--- src/rtl/core/nrgf_pkg.sv ---
// Package for the NMEA RMC/GGA field extractor.
// Holds the result word type, the tracker phase type, the header constants and the header match step.
// No dependencies.
`default_nettype none

package nrgf_pkg;

  typedef enum logic [1:0] {
    PH_SEARCH  = 2'd0,
    PH_EXTRACT = 2'd1,
    PH_DONE    = 2'd2
  } phase_t;

  typedef enum logic [1:0] {
    KIND_CHAR   = 2'd0,
    KIND_END    = 2'd1,
    KIND_STATUS = 2'd2
  } kind_t;

  typedef struct packed {
    logic       vld;
    kind_t      kind;
    logic [3:0] id;
    logic [7:0] ch;
    logic       ok;
  } item_t;

  typedef struct packed {
    logic [2:0] pos;
    logic       hit;
  } match_t;

  localparam logic [47:0] RMC_HDR    = 48'h24_47_50_52_4D_43; // "$GPRMC"
  localparam logic [47:0] GGA_HDR    = 48'h24_47_50_47_47_41; // "$GPGGA"
  localparam logic [7:0]  CH_DOLLAR  = 8'h24;
  localparam logic [7:0]  CH_COMMA   = 8'h2C;
  localparam logic [2:0]  HDR_LAST   = 3'd5;
  localparam logic [3:0]  RMC_FIELDS = 4'd11;
  localparam logic [3:0]  GGA_SKIP   = 4'd7;
  localparam logic [3:0]  ID_RMC_MODE = 4'd11;
  localparam logic [3:0]  ID_GGA_SATS = 4'd12;
  localparam logic [3:0]  ID_GGA_HDOP = 4'd13;
  localparam logic [15:0] MIN_LENGTH_RESET = 16'd100;

  // One step of a header matcher; positions past the header wrap as modulo six.
  function automatic match_t match_step(input logic [2:0] pos, input logic [47:0] hdr,
                                        input logic [7:0] b);
    match_t     r;
    logic [2:0] p;
    logic [7:0] c;
    p = (pos > HDR_LAST) ? pos - 3'd6 : pos;
    case (p)
      3'd0:    c = hdr[47:40];
      3'd1:    c = hdr[39:32];
      3'd2:    c = hdr[31:24];
      3'd3:    c = hdr[23:16];
      3'd4:    c = hdr[15:8];
      default: c = hdr[7:0];
    endcase
    r.hit = 1'b0;
    if (b == c) begin
      if (p == HDR_LAST) begin
        r.pos = 3'd0;
        r.hit = 1'b1;
      end else begin
        r.pos = p + 3'd1;
      end
    end else begin
      r.pos = (b == CH_DOLLAR) ? 3'd1 : 3'd0;
    end
    return r;
  endfunction

endpackage

`default_nettype wire

--- src/rtl/core/nrgf_rmc_track.sv ---
// RMC tracker: finds the first $GPRMC header and streams its eleven fields and mode character.
// Depends on nrgf_pkg.
`default_nettype none

module nrgf_rmc_track (
  input  wire logic            clk,
  input  wire logic            rst,
  input  wire logic            adv,
  input  wire logic [7:0]      b,
  input  wire logic            last,
  output nrgf_pkg::item_t      item,
  output logic                 done
);

  logic [2:0]       match_pos, match_pos_next;
  nrgf_pkg::phase_t phase, phase_next;
  logic [3:0]       comma_count, comma_count_next;
  nrgf_pkg::match_t ms;

  always_comb begin
    ms               = nrgf_pkg::match_step(match_pos, nrgf_pkg::RMC_HDR, b);
    match_pos_next   = match_pos;
    phase_next       = phase;
    comma_count_next = comma_count;
    unique case (phase)
      nrgf_pkg::PH_SEARCH: begin
        match_pos_next = ms.pos;
        if (ms.hit) begin
          phase_next       = nrgf_pkg::PH_EXTRACT;
          comma_count_next = 4'd0;
        end
      end
      nrgf_pkg::PH_EXTRACT: begin
        if (comma_count == 4'd0) begin
          if (b == nrgf_pkg::CH_COMMA) comma_count_next = 4'd1;
        end else if (comma_count <= nrgf_pkg::RMC_FIELDS) begin
          if (b == nrgf_pkg::CH_COMMA) comma_count_next = comma_count + 4'd1;
        end else begin
          phase_next = nrgf_pkg::PH_DONE;
        end
      end
      default: ;
    endcase
  end

  always_comb begin
    item      = '0;
    item.kind = nrgf_pkg::KIND_CHAR;
    if (phase == nrgf_pkg::PH_EXTRACT && comma_count != 4'd0) begin
      item.vld = 1'b1;
      if (comma_count <= nrgf_pkg::RMC_FIELDS) begin
        item.id = comma_count - 4'd1;
        if (b == nrgf_pkg::CH_COMMA) begin
          item.kind = nrgf_pkg::KIND_END;
        end else begin
          item.ch = b;
        end
      end else begin
        // mode character: any byte, no end marker
        item.id = nrgf_pkg::ID_RMC_MODE;
        item.ch = b;
      end
    end
  end

  assign done = (phase_next == nrgf_pkg::PH_DONE);

  always_ff @(posedge clk) begin
    if (rst || (adv && last)) begin
      match_pos   <= 3'd0;
      phase       <= nrgf_pkg::PH_SEARCH;
      comma_count <= 4'd0;
    end else if (adv) begin
      match_pos   <= match_pos_next;
      phase       <= phase_next;
      comma_count <= comma_count_next;
    end
  end

endmodule

`default_nettype wire

--- src/rtl/core/nrgf_gga_track.sv ---
// GGA tracker: finds the first $GPGGA header, skips seven commas, streams satellites and HDOP.
// Depends on nrgf_pkg.
`default_nettype none

module nrgf_gga_track (
  input  wire logic            clk,
  input  wire logic            rst,
  input  wire logic            adv,
  input  wire logic [7:0]      b,
  input  wire logic            last,
  output nrgf_pkg::item_t      item,
  output logic                 done
);

  logic [2:0]       match_pos, match_pos_next;
  nrgf_pkg::phase_t phase, phase_next;
  logic [3:0]       comma_count, comma_count_next;
  nrgf_pkg::match_t ms;
  logic [3:0]       id;

  assign id = (comma_count == nrgf_pkg::GGA_SKIP) ? nrgf_pkg::ID_GGA_SATS
                                                  : nrgf_pkg::ID_GGA_HDOP;

  always_comb begin
    ms               = nrgf_pkg::match_step(match_pos, nrgf_pkg::GGA_HDR, b);
    match_pos_next   = match_pos;
    phase_next       = phase;
    comma_count_next = comma_count;
    unique case (phase)
      nrgf_pkg::PH_SEARCH: begin
        match_pos_next = ms.pos;
        if (ms.hit) begin
          phase_next       = nrgf_pkg::PH_EXTRACT;
          comma_count_next = 4'd0;
        end
      end
      nrgf_pkg::PH_EXTRACT: begin
        if (b == nrgf_pkg::CH_COMMA) begin
          if (comma_count >= nrgf_pkg::GGA_SKIP && id == nrgf_pkg::ID_GGA_HDOP) begin
            phase_next = nrgf_pkg::PH_DONE;
          end else begin
            comma_count_next = comma_count + 4'd1;
          end
        end
      end
      default: ;
    endcase
  end

  always_comb begin
    item      = '0;
    item.kind = nrgf_pkg::KIND_CHAR;
    if (phase == nrgf_pkg::PH_EXTRACT && comma_count >= nrgf_pkg::GGA_SKIP) begin
      item.vld = 1'b1;
      item.id  = id;
      if (b == nrgf_pkg::CH_COMMA) begin
        item.kind = nrgf_pkg::KIND_END;
      end else begin
        item.ch = b;
      end
    end
  end

  assign done = (phase_next == nrgf_pkg::PH_DONE);

  always_ff @(posedge clk) begin
    if (rst || (adv && last)) begin
      match_pos   <= 3'd0;
      phase       <= nrgf_pkg::PH_SEARCH;
      comma_count <= 4'd0;
    end else if (adv) begin
      match_pos   <= match_pos_next;
      phase       <= phase_next;
      comma_count <= comma_count_next;
    end
  end

endmodule

`default_nettype wire

--- src/rtl/core/nrgf_result_buf.sv ---
// Result register: holds the up to three words one byte causes and hands them out in order.
// Depends on nrgf_pkg.
`default_nettype none

module nrgf_result_buf (
  input  wire logic            clk,
  input  wire logic            rst,
  input  wire logic            load,
  input  wire nrgf_pkg::item_t rmc_item,
  input  wire nrgf_pkg::item_t gga_item,
  input  wire nrgf_pkg::item_t stat_item,
  output logic                 can_load,
  output logic                 out_valid,
  input  wire logic            out_ready,
  output nrgf_pkg::item_t      head,
  output logic                 head_last
);

  logic [2:0]      mask, mask_next;
  logic [2:0]      sel;
  nrgf_pkg::item_t slot [3];

  always_comb begin
    if (mask[0])      sel = 3'b001;
    else if (mask[1]) sel = 3'b010;
    else              sel = 3'b100;
    if (mask[0])      head = slot[0];
    else if (mask[1]) head = slot[1];
    else              head = slot[2];
  end

  assign out_valid = |mask;
  assign head_last = ((mask & ~sel) == 3'b000);
  assign can_load  = !out_valid || (head_last && out_ready);

  always_comb begin
    mask_next = mask;
    if (out_valid && out_ready) mask_next = mask & ~sel;
    if (load) mask_next = {stat_item.vld, gga_item.vld, rmc_item.vld};
  end

  always_ff @(posedge clk) begin
    if (rst) begin
      mask <= 3'b000;
    end else begin
      mask <= mask_next;
    end
  end

  always_ff @(posedge clk) begin
    if (load) begin
      slot[0] <= rmc_item;
      slot[1] <= gga_item;
      slot[2] <= stat_item;
    end
  end

endmodule

`default_nettype wire

--- src/rtl/core/nmea_rmc_gga_field_extractor.sv ---
// NMEA RMC/GGA field extractor, top level: input register, trackers, byte count, result register.
// A byte passes the input register and then the result register before its first word is offered.
// Throughput: one byte per cycle while each byte causes at most one word and out_ready is high;
// a byte causing more words holds the input until they leave the one-word-per-cycle result port.
// Reset (rst, synchronous): trackers searching, byte count zero, min_length back to 100.
// Depends on nrgf_pkg, nrgf_rmc_track, nrgf_gga_track, nrgf_result_buf.
`default_nettype none

module nmea_rmc_gga_field_extractor (
  input  wire logic        clk,
  input  wire logic        rst,
  input  wire logic        cfg_valid,
  output logic             cfg_ready,
  input  wire logic [15:0] cfg_data,
  input  wire logic        in_valid,
  output logic             in_ready,
  input  wire logic [7:0]  rx_byte,
  input  wire logic        last_byte,
  output logic             out_valid,
  input  wire logic        out_ready,
  output logic [1:0]       item_kind,
  output logic [3:0]       field_id,
  output logic [7:0]       field_char,
  output logic             sentence_valid,
  output logic             last_result
);

  logic [15:0]     min_length;
  logic            in_q_valid;
  logic [7:0]      in_q_byte;
  logic            in_q_last;
  logic            adv;
  logic            can_load;
  logic [15:0]     byte_count, byte_count_next;
  logic            rmc_done, gga_done;
  nrgf_pkg::item_t rmc_item, gga_item, stat_item, head;
  logic            head_last;

  assign cfg_ready = 1'b1;

  always_ff @(posedge clk) begin
    if (rst) begin
      min_length <= nrgf_pkg::MIN_LENGTH_RESET;
    end else if (cfg_valid) begin
      min_length <= cfg_data;
    end
  end

  // input register frees a slot while a result word is still waiting
  assign adv      = in_q_valid && can_load;
  assign in_ready = !in_q_valid || adv;

  always_ff @(posedge clk) begin
    if (rst) begin
      in_q_valid <= 1'b0;
    end else if (in_ready) begin
      in_q_valid <= in_valid;
    end
  end

  always_ff @(posedge clk) begin
    if (in_valid && in_ready) begin
      in_q_byte <= rx_byte;
      in_q_last <= last_byte;
    end
  end

  // saturate at all ones
  assign byte_count_next = (byte_count == 16'hFFFF) ? byte_count : byte_count + 16'd1;

  always_ff @(posedge clk) begin
    if (rst || (adv && in_q_last)) begin
      byte_count <= 16'd0;
    end else if (adv) begin
      byte_count <= byte_count_next;
    end
  end

  nrgf_rmc_track u_rmc (
    .clk  (clk),
    .rst  (rst),
    .adv  (adv),
    .b    (in_q_byte),
    .last (in_q_last),
    .item (rmc_item),
    .done (rmc_done)
  );

  nrgf_gga_track u_gga (
    .clk  (clk),
    .rst  (rst),
    .adv  (adv),
    .b    (in_q_byte),
    .last (in_q_last),
    .item (gga_item),
    .done (gga_done)
  );

  always_comb begin
    stat_item      = '0;
    stat_item.vld  = in_q_last;
    stat_item.kind = nrgf_pkg::KIND_STATUS;
    stat_item.ok   = (byte_count_next >= min_length) && rmc_done && gga_done;
  end

  nrgf_result_buf u_buf (
    .clk       (clk),
    .rst       (rst),
    .load      (adv),
    .rmc_item  (rmc_item),
    .gga_item  (gga_item),
    .stat_item (stat_item),
    .can_load  (can_load),
    .out_valid (out_valid),
    .out_ready (out_ready),
    .head      (head),
    .head_last (head_last)
  );

  assign item_kind      = head.kind;
  assign field_id       = head.id;
  assign field_char     = head.ch;
  assign sentence_valid = head.ok;
  assign last_result    = head_last;

  a_status_is_last: assert property (@(posedge clk) disable iff (rst)
    out_valid && item_kind == nrgf_pkg::KIND_STATUS |-> last_result)
    else $error("status word is not the final word of its byte");

  a_valid_only_in_status: assert property (@(posedge clk) disable iff (rst)
    out_valid && sentence_valid |-> item_kind == nrgf_pkg::KIND_STATUS)
    else $error("sentence_valid set outside a status word");

  a_stall_means_full: assert property (@(posedge clk) disable iff (rst)
    !in_ready |-> in_q_valid && !can_load)
    else $error("input stalled with an empty input register");

  a_count_clears: assert property (@(posedge clk) disable iff (rst)
    adv && in_q_last |=> byte_count == 16'd0)
    else $error("byte count not cleared after final byte");

endmodule

`default_nettype wire
--- config.mk ---
export PLATFORM = sky130hd
export DESIGN_NAME = nmea_rmc_gga_field_extractor
export DESIGN_NICKNAME = d
export VERILOG_FILES = /design/src/rtl/core/nrgf_pkg.sv /design/src/rtl/core/nrgf_rmc_track.sv /design/src/rtl/core/nrgf_gga_track.sv /design/src/rtl/core/nrgf_result_buf.sv /design/src/rtl/core/nmea_rmc_gga_field_extractor.sv
export SDC_FILE = /design/constraint.sdc
export NUM_CORES = 1
export LEC_CHECK = 0
export BUFFER_PORTS_ARGS = -buffer_cell sky130_fd_sc_hd__buf_2
export CAP_MARGIN = 20
export CORE_MARGIN = 8
export CORE_UTILIZATION = 50
export CTS_CLUSTER_SIZE = 14
export DETAILED_ROUTE_END_ITERATION = 8
export PLACE_DENSITY = 0.7
export SYNTH_ARGS = -nofsm -noshare
export SYNTH_HDL_FRONTEND = slang
export SYNTH_HIERARCHICAL = 1
export SYNTH_SLANG_ARGS = --single-unit
--- constraint.sdc ---
create_clock -name clk -period 12.4 [get_ports clk]
set_clock_uncertainty 0.05 [all_clocks]
set_input_delay 2.48 -clock clk [delete_from_list [all_inputs] [get_ports clk]]
set_output_delay 2.48 -clock clk [all_outputs]
set_load 0.005 [all_outputs]
==> After elaboration in Yosys (flattened, before gate mapping) <==
Memory sizes are Yosys's and may differ from the RTL's.
Index checks and enable logic that the tools add are counted.
{ "totals": {"register_bits": 63, "n_memories": 1, "out_inout_bits": 19, "inputBits": 30, "word_cells": 133, "ramBits": 48} }
{ "op_classes": {"muxes": 47, "eq_ne": 27, "magnitude_cmp": 5, "reduce_logical": 31, "n_addsub": 8, "bitwise_logic": 2} }
{ "memory_table": {"columns": ["name", "words", "word_bits", "read_ports", "rd_ports_with_merged_regs", "write_ports", "line", "text"], "rows": [
  ["u_buf.slot", 3, 16, 3, 0, 3, "nrgf_result_buf.sv:21", "nrgf_pkg::item_t slot [3];"]
]} }
{ "op_table": {"columns": ["op", "count"], "rows": [
  ["15-bit 2-to-1 mux", 4],
  ["7-bit one-hot mux with 5 select lines", 1],
  ["4-bit 2-to-1 mux", 8],
  ["3-bit 2-to-1 mux", 10],
  ["7-bit one-hot mux with 3 select lines", 1],
  ["16-bit by 1-bit adder with 16-bit output, second input constant", 1],
  ["16-bit == test, second input constant", 1],
  ["8-bit by 6-bit == test with 1-bit output, second input constant", 2],
  ["8-bit by 7-bit == test with 1-bit output", 2],
  ["16-bit >= comparator", 1],
  ["16-bit 2-to-1 mux", 1],
  ["4-bit one-hot mux with 2 select lines", 2],
  ["3-bit by 2-bit == test with 1-bit output, second input constant", 4],
  ["3-bit == test, second input constant", 4],
  ["12-bit 2-to-1 mux", 1],
  ["2-bit 2-to-1 mux", 6],
  ["1-bit logical AND", 10],
  ["1-bit 2-to-1 mux", 10],
  ["5-bit AND reduction", 2],
  ["3-bit zero test", 3],
  ["4-bit by 1-bit adder with 4-bit output, second input constant", 2],
  ["8-bit 2-to-1 mux", 1],
  ["2-bit by 1-bit inequality test with 1-bit output, second input constant", 4],
  ["2-bit one-hot mux with 2 select lines", 2],
  ["23 further kinds", 37]
]} }

==> Depth between registers and ports, before layout <==
Gate-level depths: netlist of run 1.
{ "depth": {"word_depth": 11, "mapped_depth": 14, "depth_no_buf": 13} }

==> By module <==
The synthesis of run 1 kept the hierarchy.
{ "by_module_without_submodules": {"columns": ["mod", "cells_per_inst", "seq_area_each_um2", "area_per_inst_um2", "n_inst"], "rows": [
  ["nmea_rmc_gga_field_extractor", 268, 930.9, 2369.8, 1],
  ["nrgf_result_buf", 122, 1501.4, 1953.1, 1],
  ["nrgf_rmc_track", 154, 180.2, 1134.8, 1],
  ["nrgf_gga_track", 148, 180.2, 1124.8, 1]
]} }

==> Least setup slack after synthesis of run 1 <==
OpenSTA, ideal clock, no wires.
{ "synth_path": {"kind": "input port to flip-flop", "start": "input port out_ready", "end": "register u_rmc.comma_count[3]", "t_arrival_ns": 6.558, "path_slack_ns": 5.732, "setup_ns": 0.060, "n_path_buf": 2, "t_required_ns": 12.290, "stages": 14, "path_cell_list": "inv_1 maj3_2 o21ai_1 nand2_1 inv_1 clkbuf_1 nor2b_1 nand2b_1 clkbuf_1 or3_1 a31oi_1 a31oi_1 or3_1 nand2_1"} }
{ "synth_via": {"elab_chain_cells": 5, "elab_cells_between_ends": 6, "classes_between": "6 x reduce/logical"} }
{ "synth_lines": {"columns": ["element", "line", "text"], "rows": [
  ["from (decl)", "nmea_rmc_gga_field_extractor.sv:20", "input wire logic out_ready,"],
  ["1-bit logical AND *", "nrgf_result_buf.sv:34", "assign can_load = !out_valid || (head_last && out_ready);"],
  ["1-bit logical OR *", "nrgf_result_buf.sv:34", null],
  ["named net can_load", "nmea_rmc_gga_field_extractor.sv:33", "logic can_load;"],
  ["1-bit logical AND *", "nmea_rmc_gga_field_extractor.sv:50", "assign adv = in_q_valid && can_load;"],
  ["named net adv", "nmea_rmc_gga_field_extractor.sv:32", "logic adv;"],
  ["parallel branches: the longest is 2 deep, another holds 5-bit AND reduction", null, null],
  ["to (signal assigned)", "nrgf_rmc_track.sv:76", "comma_count <= comma_count_next;"],
  ["to (decl)", "nrgf_rmc_track.sv:17", "logic [3:0] comma_count, comma_count_next;"]
]} }
Mark *: on every way through the listed nets, which the timed path passes.
A chain may end at the register's enable or synchronous reset.

==> Worst setup path after layout of run 1 <==
{ "layout_path": {"start": "input port out_ready", "end": "output port in_ready"} }
{ "layout_via": {"elab_chain_cells": 4} }
{ "layout_lines": {"columns": ["element", "line", "text"], "rows": [
  ["1-bit logical AND", "nrgf_result_buf.sv:34", null],
  ["1-bit logical OR", "nrgf_result_buf.sv:34", null],
  ["named net can_load", "nmea_rmc_gga_field_extractor.sv:33", null],
  ["1-bit logical AND", "nmea_rmc_gga_field_extractor.sv:50", null],
  ["1-bit logical OR", "nmea_rmc_gga_field_extractor.sv:51", "assign in_ready = !in_q_valid || adv;"],
  ["to (decl)", "nmea_rmc_gga_field_extractor.sv:16", "output logic in_ready,"]
]} }
The timed path passes the listed nets, and every way through them passes these cells.

==> impl_results.md, run 1 <==
* I/O pin count at 49
* H-tree depth at 3
* Die Width at 130 um
* Worst-case hold slack at 445 ps
* Number of global-route vias before repair at 4817
* Cell family with most CP delay: adder cells
* GP Congestion at 0.895
* DR vias at 5187
* PD cells at 101 mW/mm2
* Mapped Cells at 686
* Final Total Pwr at 0.000717 W
* Slowest stage delay, CP at 300 ps
* Core Footprint at 0.0126 mm2
* Synth warn at 6
* Non-Filler Instances at 900
* Status: complete, no violations
* Fraction of layout cells with a size suffix above 1 at 0.135
* Worst-path clk slew at 70 ps
* Max clock buf depth at 2
* Resize count post-CTS at 0
* Number of nets with antenna violations after routing at 0
* IO Port Bufs at 47
* DP Cell Count at 882
* # clock sinks at 108
* Number of max-cap violations at 0
* Crit-path cells: buf_2, inv_1, maj3_2, o21ai_1, nand2b_1, buf_2
* Setup Fix Bufs, Post-CTS at 0
* RSZ-0062 raised after global routing: no
* Syn_area_per_cell at 9.44 um2
* Full die area at 0.0168 mm2
* Setup TNS at 0 ps
* Largest net degree at the start of global routing at 70
* Final Hold Viols at 0
* Measured slew at the worst slew-check pin at 809 ps
* Initial antenna violation count at 0
* Slowest CP cell: maj3_2
* Initial DRC count at 416
* Hpwl dp at 10.2 mm
* GRT overflow at 0
* Maximum VDD drop at 59.5 uV
* WL final at 14.5 mm
* CTS root buf: clkbuf_16
* Final min period at 5940 ps
* Nets at 780
* DIE HEIGHT at 130 um
* First-pass GRT wire length at 23.3 mm
* Clk_lat worst skew at 360 ps
* Tcrit/Tclk final at 0.479
* # rows at 41
* Post-CTS Hold Buffers at 0
* Setup crit start kind: input port
* Total CTS buffers at 9
* DR pass1 iterations at 5
* Buf/Inv on CP at 3
* Min-Delay Path Class: reg -> reg
* WP data arrival at 3410 ps
* Relative slew slack at 0.461
* Via density at 5.76
* Fmax at 0.168 GHz
* Remaining DRCs at 0
* CP most frequent cell: buf_2
* Setup CP Type: in -> out
* WP data required at 9870 ps
* CTS tree: done
* Fin util at 0.563
* Ant diodes at 0
* # setup viols final at 0
* Final Max Tran Viols at 0
* Initial Util at 0.513
* P&R area growth vs syn at 9.76%
* Tot GR Track Use at 0.172
* LEAKAGE at 2.73 nW
* Synthesized area at 0.00647 mm2
* Critical path endpoint category: output port
* WL per Instance at 16.1 um
* CP max FO at 3
layout make-up:
class	instances	area (um2)
clock buffers	11	243
clock inverters	5	42.5
fillers	1127	5510
inverters	37	139
multi-input cells	516	3460
flip-flops and latches	108	2700
well taps	172	215
repair buffers	51	305
flip-flops by register name (all words and copies together), names as in the netlist:
register	flops
u_buf/slot	45
byte_count	16
min_length	16
in_q_byte	8
u_gga/comma_count	4
u_rmc/comma_count	4
u_buf/mask	3
u_gga/match_pos	3
u_rmc/match_pos	3
u_gga/phase	2
u_rmc/phase	2
in_q_last	1
in_q_valid	1
where the power goes:
group          internal, W  total [W]  switching [W]  leakage [nW]
sequential        0.000384   0.000392     0.00000791         0.989
combinational    0.0000168  0.0000456      0.0000288          1.61
clock             0.000144   0.000279       0.000135         0.137
total             0.000546   0.000717       0.000172          2.73
tightest hold or removal path: cells and delay by family, from the launching register on:
kind | cells | cell delay [ps]
AO/OA/AOI/OAI | 1 | 80
buffers and inverters | 1 | 70
flip-flops | 1 | 300
per-layer routing:
layer,up-vias,global-route usage,wire length [um]
met5,-,0,0
met4,0,0.0581,211
met3,13,0.0347,647
met2,124,0.287,7080
met1,2485,0.219,6560
li1,2565,-,-
placed cells by master (no fill, tap or decap), types with 6 or more instances in the layout:
cell	count
nor3_1	14
nor2b_1	10
o211ai_1	7
conb_1	20
ha_1	27
or3_1	9
nand2b_1	9
o21ai_1	16
dfxtp_1	54
inv_1	35
or4_1	7
nor3b_1	7
nor2_1	49
a31oi_1	11
nand3_1	19
a21oi_1	43
mux2i_1	31
clkbuf_16	9
and3_1	11
buf_2	47
xnor2_1	10
nand2_1	60
and2_1	19
o31ai_1	6
edfxtp_1	54
nand4_1	11
xor2_1	8
o21ai_0	19
a21o_1	6
worst paths after layout:
path / slack [ps] / cells after the start / startpoint / to
worst min register to register: 440 / 2 / min_length[5] / min_length[5]
worst max-delay path: 6460 / 6 / out_ready / in_ready
worst max register to register: 8800 / 12 / u_rmc/match_pos[1] / u_rmc/match_pos[2]
worst min-delay path: 440 / 2 / min_length[5] / min_length[5]
per-stage QoR:
step	worst slack, ps	cell area [um2]
finish	6460	7110
global route	6360	7110
CTS	6460	7050
detailed placement	6460	6770
global placement	6500	6770
floorplan	5820	6530
Note: power is estimated with default switching activity, not from simulation.
==> inputs of run 2 (changes only) <==
Clock period 12.4 ns to 6.15 ns, I/O delays scaled along.
==> impl_results.md, run 2 (synthesis results as in run 1) <==
* Net Sw Power at 0.000333 W (was 0.000172 W)
* Biggest register: u_buf/slot (unchanged)
* CP max FO at 30 (was 3)
* Slowest stage delay, CP at 570 ps (was 300 ps)
* Number of max-cap violations at 0 (unchanged)
* Crit path launch: out_ready (unchanged)
* DR vias at 5159 (was 5187)
* DIE HEIGHT at 130 um (unchanged)
* Slowest CP cell: inv_2 (was maj3_2)
* Resize count post-CTS at 0 (unchanged)
* Final Max Tran Viols at 0 (unchanged)
* Hold Startpoint: u_buf/mask[2] (was min_length[5])
* Number of global-route vias before repair at 4980 (was 4817)
* RR Startpoint: u_rmc/match_pos[1] (unchanged)
* Worst-path clk slew at 70 ps (about the same)
* IO Port Bufs at 47 (unchanged)
* M3 GR Usage at 0.0294 (was 0.0347)
* Clk network pwr share at 0.397 (was 0.390)
* Setup crit start kind: input port (unchanged)
* P&R area growth vs syn at 9.57% (was 9.76%)
* Initial Util at 0.513 (unchanged)
* Final min period at 4190 ps
* # setup viols final at 0 (unchanged)
* I/O pin count at 49 (unchanged)
* Hpwl dp at 10.5 mm (was 10.2 mm)
* Remaining DRCs at 0 (unchanged)
* Measured slew at the worst slew-check pin at 804 ps (was 809 ps)
* Non-Filler Instances at 900 (unchanged)
* DP Cell Count at 883 (was 882)
* CTS tree: done (unchanged)
* Largest net degree at the start of global routing at 42 (was 70)
* Critical path endpoint category: register (was output port)
* Met2 GRT Util at 0.298 (was 0.287)
* Int Power at 0.00113 W (was 0.000546 W)
* Sw frac at 0.228 (was 0.239)
* DR pass1 iterations at 5 (unchanged)
* Grt met1 use at 0.220 (was 0.219)
* Biggest registers after layout: u_buf/slot (45), byte_count (16), min_length (16) (unchanged)
* WL final at 14.6 mm (was 14.5 mm)
* Post-CTS Hold Buffers at 0 (unchanged)
* Most common cell after layout, fill and taps aside: nand2_1 (unchanged)
* Tot GR Track Use at 0.176 (was 0.172)
* LEAKAGE at 2.73 nW (about the same)
* # rows at 41 (unchanged)
* Die Width at 130 um (unchanged)
* Initial DRC count at 418 (was 416)
* CTS root buf: clkbuf_16 (unchanged)
* WP data required at 6390 ps (was 9870 ps)
* Most frequent cells in the layout: nand2_1 (60), dfxtp_1 (54), edfxtp_1 (54) (unchanged)
* Total CTS buffers at 9 (unchanged)
* Initial antenna violation count at 0 (unchanged)
* Via density at 5.73 (was 5.76)
* Setup Fix Bufs, Post-CTS at 0 (unchanged)
* GP Congestion at 0.907 (was 0.895)
* Final Hold Viols at 0 (unchanged)
* # clock sinks at 108 (unchanged)
* WL per Instance at 16.2 um (was 16.1 um)
* Tcrit/Tclk final at 0.682
* # fillers at 1141 (was 1127)
* Status: complete, no violations (unchanged)
* WP data arrival at 4440 ps (was 3410 ps)
* RSZ-0062 raised after global routing: no (unchanged)
* First-pass GRT wire length at 23.9 mm (was 23.3 mm)
* Pre-CTS worst setup slack at 1640 ps (was 6460 ps)
* Full die area at 0.0168 mm2 (unchanged)
* Number of nets with antenna violations after routing at 0 (unchanged)
* PD cells at 206 mW/mm2 (was 101 mW/mm2)
* Setup TNS at 0 ps (unchanged)
* GRT overflow at 0 (unchanged)
* Ant diodes at 0 (unchanged)
* Nets at 780 (unchanged)
* Fraction of layout cells with a size suffix above 1 at 0.133 (was 0.135)
* Sequential power share at 0.541 (was 0.547)
* Setup CP Type: in -> reg (was in -> out)
* Clk_lat worst skew at 350 ps (was 360 ps)
* Crit-path cells: buf_2, inv_1, maj3_2, o21ai_1, nand2_1, inv_2, nor2b_1, nand2b_1, or3_1, a31oi_1, a31oi_1, or3_1, nand2_1 (was buf_2, inv_1, maj3_2, o21ai_1, nand2b_1, buf_2)
* Min-Delay Path Class: reg -> reg (unchanged)
* H-tree depth at 3 (unchanged)
* Fmax at 0.238 GHz
* Maximum VDD drop at 145 uV (was 59.5 uV)
* Top Usage Layer GRT: met2 (unchanged)
* Max clock buf depth at 2 (unchanged)
* Core Footprint at 0.0126 mm2 (unchanged)
* Comb pwr share at 0.063 (was 0.064)
* Max FFs per register at 45 (unchanged)
* Fin worst setup slack at 1960 ps (was 6460 ps)
* Relative slew slack at 0.462 (was 0.461)
-- run 2: cell types whose count changed in the layout (fill, tap and decap cells not counted), sizes merged --
cell	delta
inv	-3
clkinv	+2
clkbuf	+1
bufinv	+1
clkinvlp	-1
-- run 2: critical path, delay by kind of cell --
family | cells | cell delay [ps]
and+or+nand+nor | 6 | 1650
buffers and inverters | 3 | 730
AOI/OAI and AO/OA | 3 | 510
adders and majority gates | 1 | 300
-- run 2: worst paths after layout --
kind	end	slack, ps	cells past startpoint
worst max-delay path	u_rmc/comma_count[3]	1960	13
worst min-delay path	u_buf/mask[2]	450	2
worst max register to register	u_rmc/match_pos[2]	2490	12
worst min register to register	u_buf/mask[2]	450	2
-- run 2: metrics by stage --
| step | util | instance area [um2] | power [W] | hold slack [ps] |
|---|---|---|---|---|
| after global routing | 0.562 | 7090 | 0.00151 | 471 |
| after global placement | 0.537 | 6770 | 0.000893 | 428 |
| final | 0.562 | 7090 | 0.00146 | 448 |
| after detailed placement | 0.537 | 6770 | 0.000898 | 433 |
| after floorplan | - | 6530 | 0.000866 | 405 |
| after CTS | 0.560 | 7070 | 0.00147 | 448 |
-- run 2: final cells by class --
cell class / count / area [um2] / area share
well taps: 172 / 215 / 0.0303
repair buffers: 51 / 285 / 0.0402
flip-flops and latches: 108 / 2700 / 0.381
inverters: 37 / 139 / 0.0196
clock buffers: 12 / 240 / 0.0339
multi-input cells: 516 / 3460 / 0.488
clock inverters: 4 / 52.6 / 0.00741
-- run 2: power by group through the flow --
stage / logic, W / clock network (W) / registers (W)
floorplan: 0.0000647 / 0 / 0.000801
global placement: 0.0000867 / 0 / 0.000806
detailed placement: 0.0000911 / 0 / 0.000807
CTS: 0.0000915 / 0.000590 / 0.000791
global route: 0.000102 / 0.000618 / 0.000793
finish: 0.0000916 / 0.000581 / 0.000791
-- run 2: routing by layer --
metal	up-vias	share of wire
li1	2564	-
met1	2471	0.46
met2	101	0.48
met3	23	0.038
met4	0	0.020
met5	-	0
